==> src/hw/rtl/modexp_pkg.sv <==
`default_nettype none
package modexp_pkg;

  // field widths of one transaction
  localparam int BASE_W = 64;
  localparam int EXP_W  = 63;
  localparam int MOD_W  = 63;
  localparam int POW_W  = 63;
  // datapath is one bit wider than the modulus so sums never wrap
  localparam int DATA_W = MOD_W + 1;

  localparam int IN_TDATA_W  = ((BASE_W + EXP_W + MOD_W + 7) / 8) * 8;
  localparam int OUT_TDATA_W = ((POW_W + 7) / 8) * 8;

  localparam int ME_WORD_BITS = 64;
  // restoring division of the base magnitude, one quotient bit per cycle
  localparam int DIV_STEPS = BASE_W;
  localparam int STEP_W    = $clog2(DIV_STEPS);

  typedef enum logic [2:0] {
    ME_IDLE,
    ME_REDUCE,
    ME_LIFT,
    ME_LOAD,
    ME_STEP,
    ME_DONE
  } me_state_t;

  // conditional subtraction after an add or a double
  function automatic logic [DATA_W-1:0] csub(input logic [DATA_W-1:0] v,
                                             input logic [MOD_W-1:0] m);
    logic [DATA_W-1:0] mx;
    mx = {1'b0, m};
    return (v >= mx) ? (v - mx) : v;
  endfunction

endpackage
`default_nettype wire

==> src/hw/rtl/modular_exponentiation_top.sv <==
// flow: the base magnitude is reduced mod the modulus and lifted for a negative base, then
//   each exponent bit runs the add-and-double loop; a modulus of 0 or 1 gives result 0
// one transaction at a time: the next one is accepted as soon as the result sits in the
//   output register; multiply and square run together in the shared add-and-double
//   loop, which steps over the bits of the multiplier b, after the base reduction
// reset: rst_n synchronous active low, returns to idle and drops out_tvalid
`default_nettype none
module modular_exponentiation_top
  import modexp_pkg::*;
#(
  parameter int WORD_BITS = ME_WORD_BITS
) (
  input  wire logic                   clk,
  input  wire logic                   rst_n,
  input  wire logic                   in_tvalid,
  output logic                        in_tready,
  input  wire logic [IN_TDATA_W-1:0]  in_tdata,   // base_value, exponent, modulus
  output logic                        out_tvalid,
  input  wire logic                   out_tready,
  output logic [OUT_TDATA_W-1:0]      out_tdata   // power_mod
);

  localparam int EB_W = $clog2(WORD_BITS);
  localparam logic [STEP_W-1:0] STEP_LAST = STEP_W'(WORD_BITS - 1);
  localparam logic [STEP_W-1:0] DIV_LAST  = STEP_W'(DIV_STEPS - 1);
  localparam logic [EB_W-1:0]   EBIT_LAST = EB_W'(WORD_BITS - 1);

  me_state_t state_r, state_nxt;
  logic              out_valid_r, out_valid_nxt;
  logic [POW_W-1:0]  out_data_r, out_data_nxt;
  logic [MOD_W-1:0]  m_r, m_nxt;
  logic [EXP_W-1:0]  e_r, e_nxt;
  logic              neg_r, neg_nxt;
  logic [BASE_W-1:0] dsh_r, dsh_nxt;
  logic [DATA_W-1:0] acc_r, acc_nxt;
  logic [DATA_W-1:0] b_r, b_nxt;
  logic [DATA_W-1:0] x1_r, x1_nxt, p1_r, p1_nxt;
  logic [DATA_W-1:0] x2_r, x2_nxt, p2_r, p2_nxt;
  logic [DATA_W-1:0] y_r, y_nxt;
  logic [STEP_W-1:0] step_r, step_nxt;
  logic [EB_W-1:0]   ebit_r, ebit_nxt;

  logic [BASE_W-1:0] in_base;
  logic [EXP_W-1:0]  in_exp;
  logic [MOD_W-1:0]  in_mod;
  logic [DATA_W-1:0] p1_upd, p2_upd, rem_shift;

  assign in_base = in_tdata[BASE_W-1:0];
  assign in_exp  = in_tdata[BASE_W+EXP_W-1:BASE_W];
  assign in_mod  = in_tdata[BASE_W+EXP_W+MOD_W-1:BASE_W+EXP_W];

  assign out_tvalid = out_valid_r;
  assign out_tdata  = {{(OUT_TDATA_W-POW_W){1'b0}}, out_data_r};

  always_ff @(posedge clk) begin
    if (!rst_n) begin
      state_r     <= ME_IDLE;
      out_valid_r <= 1'b0;
    end else begin
      state_r     <= state_nxt;
      out_valid_r <= out_valid_nxt;
    end
    out_data_r <= out_data_nxt;
    m_r        <= m_nxt;
    e_r        <= e_nxt;
    neg_r      <= neg_nxt;
    dsh_r      <= dsh_nxt;
    acc_r      <= acc_nxt;
    b_r        <= b_nxt;
    x1_r       <= x1_nxt;
    p1_r       <= p1_nxt;
    x2_r       <= x2_nxt;
    p2_r       <= p2_nxt;
    y_r        <= y_nxt;
    step_r     <= step_nxt;
    ebit_r     <= ebit_nxt;
  end

  always_comb begin
    state_nxt     = state_r;
    out_valid_nxt = out_valid_r;
    out_data_nxt  = out_data_r;
    m_nxt         = m_r;
    e_nxt         = e_r;
    neg_nxt       = neg_r;
    dsh_nxt       = dsh_r;
    acc_nxt       = acc_r;
    b_nxt         = b_r;
    x1_nxt        = x1_r;
    p1_nxt        = p1_r;
    x2_nxt        = x2_r;
    p2_nxt        = p2_r;
    y_nxt         = y_r;
    step_nxt      = step_r;
    ebit_nxt      = ebit_r;
    in_tready     = 1'b0;
    rem_shift     = {b_r[DATA_W-2:0], dsh_r[BASE_W-1]};
    p1_upd        = y_r[0] ? csub(p1_r + x1_r, m_r) : p1_r;
    p2_upd        = y_r[0] ? csub(p2_r + x2_r, m_r) : p2_r;

    if (out_valid_r && out_tready) begin
      out_valid_nxt = 1'b0;
    end

    unique case (state_r)
      ME_IDLE: begin
        in_tready = 1'b1;
        if (in_tvalid) begin
          neg_nxt  = in_base[BASE_W-1];
          dsh_nxt  = in_base[BASE_W-1] ? (~in_base + BASE_W'(1)) : in_base;
          e_nxt    = in_exp;
          m_nxt    = in_mod;
          b_nxt    = '0;
          step_nxt = '0;
          if (in_mod <= MOD_W'(1)) begin
            acc_nxt   = '0;
            state_nxt = ME_DONE;
          end else begin
            acc_nxt   = DATA_W'(1);
            state_nxt = ME_REDUCE;
          end
        end
      end
      ME_REDUCE: begin
        // base magnitude mod m, remainder kept in b
        b_nxt    = csub(rem_shift, m_r);
        dsh_nxt  = {dsh_r[BASE_W-2:0], 1'b0};
        step_nxt = step_r + STEP_W'(1);
        if (step_r == DIV_LAST) begin
          step_nxt  = '0;
          state_nxt = ME_LIFT;
        end
      end
      ME_LIFT: begin
        if (neg_r && (b_r != '0)) begin
          b_nxt = {1'b0, m_r} - b_r;
        end
        ebit_nxt  = '0;
        state_nxt = ME_LOAD;
      end
      ME_LOAD: begin
        // multiply and square share the multiplier b
        x1_nxt    = acc_r;
        p1_nxt    = '0;
        x2_nxt    = b_r;
        p2_nxt    = '0;
        y_nxt     = b_r;
        step_nxt  = '0;
        state_nxt = ME_STEP;
      end
      ME_STEP: begin
        p1_nxt   = p1_upd;
        p2_nxt   = p2_upd;
        x1_nxt   = csub({x1_r[DATA_W-2:0], 1'b0}, m_r);
        x2_nxt   = csub({x2_r[DATA_W-2:0], 1'b0}, m_r);
        y_nxt    = {1'b0, y_r[DATA_W-1:1]};
        step_nxt = step_r + STEP_W'(1);
        if (step_r == STEP_LAST) begin
          step_nxt = '0;
          if (e_r[0]) begin
            acc_nxt = p1_upd;
          end
          b_nxt    = p2_upd;
          e_nxt    = {1'b0, e_r[EXP_W-1:1]};
          ebit_nxt = ebit_r + EB_W'(1);
          state_nxt = (ebit_r == EBIT_LAST) ? ME_DONE : ME_LOAD;
        end
      end
      ME_DONE: begin
        if (!out_valid_r || out_tready) begin
          out_data_nxt  = acc_r[POW_W-1:0];
          out_valid_nxt = 1'b1;
          state_nxt     = ME_IDLE;
        end
      end
      default: begin
        state_nxt = ME_IDLE;
      end
    endcase
  end

  a_accept_leaves_idle: assert property (@(posedge clk) disable iff (!rst_n)
    (in_tvalid && in_tready) |=> (state_r != ME_IDLE))
    else $error("accepted transaction did not start work");

  a_operands_reduced: assert property (@(posedge clk) disable iff (!rst_n)
    (state_r == ME_STEP) |-> ((acc_r < {1'b0, m_r}) && (b_r < {1'b0, m_r})))
    else $error("operand not reduced below modulus");

  a_partials_reduced: assert property (@(posedge clk) disable iff (!rst_n)
    (state_r == ME_STEP) |-> ((p1_r < {1'b0, m_r}) && (p2_r < {1'b0, m_r})
                              && (x1_r < {1'b0, m_r}) && (x2_r < {1'b0, m_r})))
    else $error("partial product not reduced below modulus");

  a_result_not_lost: assert property (@(posedge clk) disable iff (!rst_n)
    (state_r == ME_DONE && out_valid_r && !out_tready) |=> (state_r == ME_DONE))
    else $error("result overwrote a pending output");

endmodule
`default_nettype wire
==> config.mk <==
export PLATFORM = sky130hd
export DESIGN_NAME = modular_exponentiation_top
export DESIGN_NICKNAME = d
export VERILOG_FILES = /design/src/hw/rtl/modexp_pkg.sv /design/src/hw/rtl/modular_exponentiation_top.sv
export SDC_FILE = /design/constraint.sdc
export NUM_CORES = 2
export LEC_CHECK = 0
export BUFFER_PORTS_ARGS = -buffer_cell sky130_fd_sc_hd__buf_2
export CAP_MARGIN = 15
export CORE_ASPECT_RATIO = 1.1
export CORE_UTILIZATION = 40
export CTS_CLUSTER_DIAMETER = 80
export DETAILED_ROUTE_END_ITERATION = 10
export HOLD_SLACK_MARGIN = 0.03
export PLACE_DENSITY = 0.63
export REMOVE_ABC_BUFFERS = 1
export SKIP_LAST_GASP = 1
export SLEW_MARGIN = 5
export SYNTH_ARGS = -nofsm -noshare
export SYNTH_HDL_FRONTEND = slang
export SYNTH_SLANG_ARGS = --single-unit
==> constraint.sdc <==
create_clock -name clk -period 9.31 [get_ports clk]
set_clock_uncertainty 0.05 [all_clocks]
set_input_delay 0.4655 -clock clk [delete_from_list [all_inputs] [get_ports clk]]
set_output_delay 0.4655 -clock clk [all_outputs]
set_load 0.1 [all_outputs]
=== Word level (Yosys, flattened, before mapping) ===
Index checks and enable logic that the tools add are counted.
Widths: inputs -> output; s select.

* $add $sub $neg: 11
* $lt $le $gt $ge: 6
* Eq/ne operators: 13
* Muxes and demuxes: 43
* Bitwise logic cells: 1
* Reduce and logical (&&, ||, !) cells: 22

{| class="wikitable"
|+ Operators by type and width
! cell !! number
|-
| $mux 64 || 15
|-
| $pmux 64 s2 || 7
|-
| $ge 64x63->1 || 5
|-
| $sub 64x63->64 || 5
|-
| $pmux 64 s4 || 1
|-
| $add 64x64->64 || 2
|-
| $mux 63 || 2
|-
| $pmux 63 s2 || 1
|-
| $add 64x1->64 const B || 1
|-
| $not 64->64 || 1
|-
| $reduce_bool 64->1 || 1
|-
| $sub 63x64->64 || 1
|-
| $le 63x1->1 const B || 1
|-
| $mux 3 || 6
|-
| $mux 6 || 3
|-
| $pmux 3 s6 || 1
|-
| $pmux 6 s3 || 1
|-
| $add 6x1->6 const B || 2
|-
| $eq 6x6->1 const B || 2
|-
| $ne 2x2->1 const B || 6
|-
| $pmux 6 s2 || 1
|-
| $reduce_and 4->1 || 3
|-
| $reduce_and 2->1 || 5
|-
| $reduce_bool 2->1 || 4
|-
| 12 further kinds || 19
|}

* Bits in registers: 718
* Input port bits: 196
* Output and inout port bits: 66
* Word-level logic and storage cells: 112

=== Depth between registers and ports, before layout ===
* Depth after elaboration: 7
* Mapped depth: 30
* Depth with buffers taken out: 26

=== Worst setup path after synthesis ===
OpenSTA, ideal clock, no wires.

* Kind: register to register
* Start point: reg state_r[1]
* End point: reg p1_r[0], enable pin
* Setup time: 2.377 ns
* Arrival time: 6.904 ns
* Required time: 6.883 ns
* Path slack: -0.021 ns
* Cell stages (with the launch flop): 8
* Path buffers: 4
* Clock period less this slack: 9.331 ns
* Cells stage by stage: dfxtp_1 clkbuf_1 nor2_1 nand2_1 clkbuf_1 buf_1 buf_1 nand2_1

* Longest elaborated chain between the ends: 2
* Elaborated cells on any way between the ends: 3
* Classes of those cells: 2 x eq/ne; 1 x reduce/logical

{| class="wikitable"
|+ Ends and longest elaborated chain
! item !! line !! RTL
|-
| start, declared || modular_exponentiation_top.sv:28 || <nowiki>me_state_t state_r, state_nxt;</nowiki>
|-
| start signal, assigned || modular_exponentiation_top.sv:60 || <nowiki>state_r <= state_nxt;</nowiki>
|-
| $eq 3x3->1 or $eq 3x2->1 (tied branches) || modular_exponentiation_top.sv:105 || <nowiki>unique case (state_r)</nowiki>
|-
| $reduce_bool 2->1 (no source line) * || -- ||
|-
| end signal, assigned || modular_exponentiation_top.sv:71 || <nowiki>p1_r <= p1_nxt;</nowiki>
|-
| end, declared || modular_exponentiation_top.sv:37 || <nowiki>logic [DATA_W-1:0] x1_r, x1_nxt, p1_r, p1_nxt;</nowiki>
|}

Every way passes the cells marked *; elsewhere a longest branch is shown, timed or not.
A chain may end at the register's enable or synchronous reset.

=== Worst setup path after layout ===
* Start point: reg x1_r[0]
* End point: reg p1_r[4], data pin

* Longest elaborated chain between the ends: 5
* Elaborated cells on any way between the ends: 6
* Classes of those cells: 2 x add/sub; 1 x order compare; 3 x mux

{| class="wikitable"
|+ Ends and longest elaborated chain
! item !! line !! RTL
|-
| start, declared || modular_exponentiation_top.sv:37 ||
|-
| start signal, assigned || modular_exponentiation_top.sv:70 || <nowiki>x1_r <= x1_nxt;</nowiki>
|-
| $add 64x64->64 * || modular_exponentiation_top.sv:98 || <nowiki>p1_upd = y_r[0] ? csub(p1_r + x1_r, m_r) : p1_r;</nowiki>
|-
| $sub 64x63->64 or $ge 64x63->1 (tied branches) || modexp_pkg.sv:34 || <nowiki>return (v >= mx) ? (v - mx) : v;</nowiki>
|-
| $mux 64 * || modexp_pkg.sv:34 ||
|-
| $mux 64 * || modular_exponentiation_top.sv:98 ||
|-
| $pmux 64 s2 * || modular_exponentiation_top.sv:105 ||
|}

Marked as above.

==> impl_metrics.ini <==
[clock_tree]
cts_tree = done
cts.sinks = 718
clkTransAtPathRegs_ps = 60
cts-hold-fix-buffers = 139
cts_buffers = 92
clockRootBuffer = clkbuf_16
clk_latency_ps = 760
post_cts_buffers = 0
clk_path_buf_depth = 3
ctsResizeCount = 0
htree_num_levels = 3

[place]
dp.cells = 9254
dp_hpwl_um = 166000
dpl-instance-area_sq_um = 64800
portBuffers = 258
place.gp.congestion = 0.983

[synthesis]
ys_ff_latch = 718
ys_warn_count = 0
yosysSeqAreaShare_pct = 34.9
yosysTopAreaCell = edfxtp_1
synth_async_sr_flop_share_pct = 0
synth_area_per_cell_sq_um = 8.52
synth_cells = 7242
synth_edf_count = 714
synth_area_sq_um = 61700
synth.top_cell.area_share_pct = 34.7
synth_flop_cell = edfxtp_1
synth_area_leaders = edfxtp_1, ha_1, nand2_1
synth_cell_type_count = 90

[global_route]
grt_first_pass_wirelength_um = 320000
grt_usage_pct = 26.6
grt_max_degree = 145
antenna_found_initial = 7
gr-total-overflow = 0
first_global_vias = 54069

[timing]
finalSetupTns_ps = 0
maxSlewViolCount = 0
fin_crit_sh_pct = 86.4
setup_viol = 0
fmax_mhz = 124
tightest_slew_ps = 1190
period_minus_slack_ps = 8050
hold_slack_ps = 77.9
rsz0062_at_grt = false
finalHoldViolCount = 0
maxSlewHeadroom_pct = 19.4

[hold_path]
whs_endpoint = dsh_r[62]$_DFFE_PP_
min_from = in_tdata[62]
hp-class = in2reg
hold-path-cell-count = 3

[route]
drtIter0Drc = 4956
dr.max_layer_used = met4
firstDrtPassIters = 6
remaining_drc_errors = 0
ant_nets = 0
wire_per_inst_um = 22.4
via_per_inst = 5.89
wl_met1_um = 93300
wl_met3_um = 13500
vias = 56348
wl_met2_um = 97500
drt-total-wl_um = 214000

[layout]
design_area_sq_um = 69500
utilization_pct = 45.5
layout.nets = 8147
drive_gt1_share_pct = 7.35
fill_cells = 14851
final_cells = 9573
syn2layout_area_growth_pct = 12.6

[setup_path]
worst_ep_required_time_ps = 9680
crit_arrival_ps = 8420
path_class = reg2reg
crit_path_end_kind = register
cp-start-kind = register
worstReg2RegEnd = p1_r[4]$_SDFFCE_PN0P_
timing.rr.start = x1_r[0]$_DFFE_PP_
crit_fanout = 67
reg2reg_depth = 26
r2r_slack_ps = 1260

[power]
peakVddDrop_v = 0.000162
p_per_area_nw_per_um2 = 201
p_leak_nw = 28.0

[floorplan]
dieArea_sq_um = 156000
rows = 150
start_util_pct = 40.4
pin_count = 262
core_area_sq_um = 153000
die_w_um = 377
die_height_um = 414

[flow_run]
drv_cap = 0

[status]
status = complete, no violations
## cells in the mapped netlist, types with 14 or more instances
cell type / number
nand4_1: 136
o22ai_1: 14
a2111oi_0: 20
clkbuf_1: 319
o21a_1: 74
o41ai_1: 15
a211o_1: 31
a221o_1: 37
ha_1: 507
o31ai_1: 70
buf_2: 16
nand2_1: 1057
nand3_1: 115
and3_1: 42
and4_1: 18
a21o_1: 256
mux2i_1: 91
nor4_1: 60
xor2_1: 228
o21bai_1: 106
a21oi_1: 702
edfxtp_1: 714
and2_1: 33
a31oi_1: 132
a221oi_1: 16
inv_1: 279
a211oi_1: 108
a21boi_0: 22
o21ai_0: 605
nor2_1: 500
nor3_1: 128
o31a_1: 14
xnor2_1: 292
nor2b_1: 75
or3_1: 46
buf_1: 20
or2_2: 22
nand2b_1: 68
o211ai_1: 48
## final cells by class
| class | count | area [sq um] | area share [%] |
|---|---|---|---|
| inverters | 279 | 1050 | 1.51 |
| flip-flops and latches | 718 | 21500 | 31.0 |
| clock inverters | 62 | 812 | 1.17 |
| diodes | 8 | 20.0 | 0.0288 |
| well taps | 2052 | 2570 | 3.70 |
| repair buffers | 458 | 3220 | 4.63 |
| multi-input cells | 5887 | 37900 | 54.6 |
| clock buffers | 109 | 2390 | 3.43 |
## cells in the final DEF, fill, tap and decap left out, types with 20 or more instances in the layout
master / n
and3_1: 41
o21ai_0: 604
or2_2: 20
ha_1: 507
o21a_1: 74
o211ai_1: 48
xnor2_1: 292
o31ai_1: 70
nand4_1: 136
edfxtp_1: 714
buf_2: 258
nand2b_1: 67
and2_1: 32
a21oi_1: 701
a21o_1: 256
nor2_1: 499
buf_4: 55
a221o_1: 37
nor3_1: 126
xor2_1: 228
nor2b_1: 74
clkbuf_16: 92
a31oi_1: 132
inv_1: 278
nor4_1: 58
a211o_1: 31
o21bai_1: 105
nand3_1: 115
dlygate4sd3_1: 139
a211oi_1: 108
nand2_1: 1053
a21boi_0: 22
mux2i_1: 91
or3_1: 46
a2111oi_0: 20
## critical path, stage by stage (launching register included)
cell and delay (ps):
edfxtp_1 440, ha_1 270, inv_1 80, fa_1 210, nand2b_1 150, a21oi_1 90
o21ai_0 500, a2bb2oi_1 430, o2111ai_1 330, a31oi_1 460, o21ai_0 170, a21o_1 230
a311o_1 370, xor2_1 200, ha_1 480, nand4_1 180, or2_2 340, nor3_1 230
nand2_1 80, o221ai_1 410, a211oi_1 170, nor2_1 170, or2_4 770, buf_4 380
nor2b_1 70, a31oi_1 240, a211oi_1 140
## how the worst max path moves through the flow
stage / slack [ps] / start / end
detailed placement: 1430 / x1_r[0]$_DFFE_PP_ / acc_r[6]$_SDFFCE_PN0P_
CTS: 1410 / x1_r[0]$_DFFE_PP_ / p1_r[47]$_SDFFCE_PN0P_
global route: 870 / x1_r[0]$_DFFE_PP_ / p1_r[4]$_SDFFCE_PN0P_
floorplan: -8670 / state_r[2]$_SDFFE_PN0P_ / step_r[0]$_SDFFCE_PP0P_
finish: 1260 / x1_r[0]$_DFFE_PP_ / p1_r[4]$_SDFFCE_PN0P_
global placement: 1510 / x1_r[0]$_DFFE_PP_ / acc_r[47]$_SDFFCE_PN0P_
## per-stage QoR
stage / worst slack (ps) / total power [mW]
2_1_floorplan: -8670 / 8.41
3_3_place_gp: 1510 / 10.0
3_5_place_dp: 1430 / 10.0
4_1_cts: 1410 / 13.9
5_1_grt: 870 / 14.7
6_report: 1260 / 14.0
## sequential cells by signal, summed over array words and instances (netlist names), 3 cells and up
name and cells:
m_r 63, y_r 64, b_r 64, acc_r 64
p1_r 64, step_r 6, x2_r 64, state_r 3
ebit_r 6, out_data_r 63, x1_r 64, e_r 63
p2_r 64, dsh_r 64
## per-layer routing
metal | track usage (%) | vias up
met4 | 11.8 | 0
met1 | 35.0 | 26758
met2 | 43.8 | 1984
met3 | 3.24 | 345
met5 | 0 | -
li1 | - | 27261
## cells by family after synthesis
logic type / Yosys count / share of synthesized area [%]
mux: 96 / 1.57
buf+inv: 637 / 3.93
xor+xnor: 520 / 7.38
fa+ha+maj: 515 / 10.5
compound gates: 2404 / 24.4
simple gates: 2351 / 17.3
other cells: 1 / 0.00608
flops: 718 / 34.9
## report_power, final
| part | internal, mW | switching (mW) |
|---|---|---|
| clock network | 2.19 | 1.62 |
| logic | 2.17 | 3.67 |
| registers | 4.01 | 0.309 |
(Power assumes the default switching activity.)
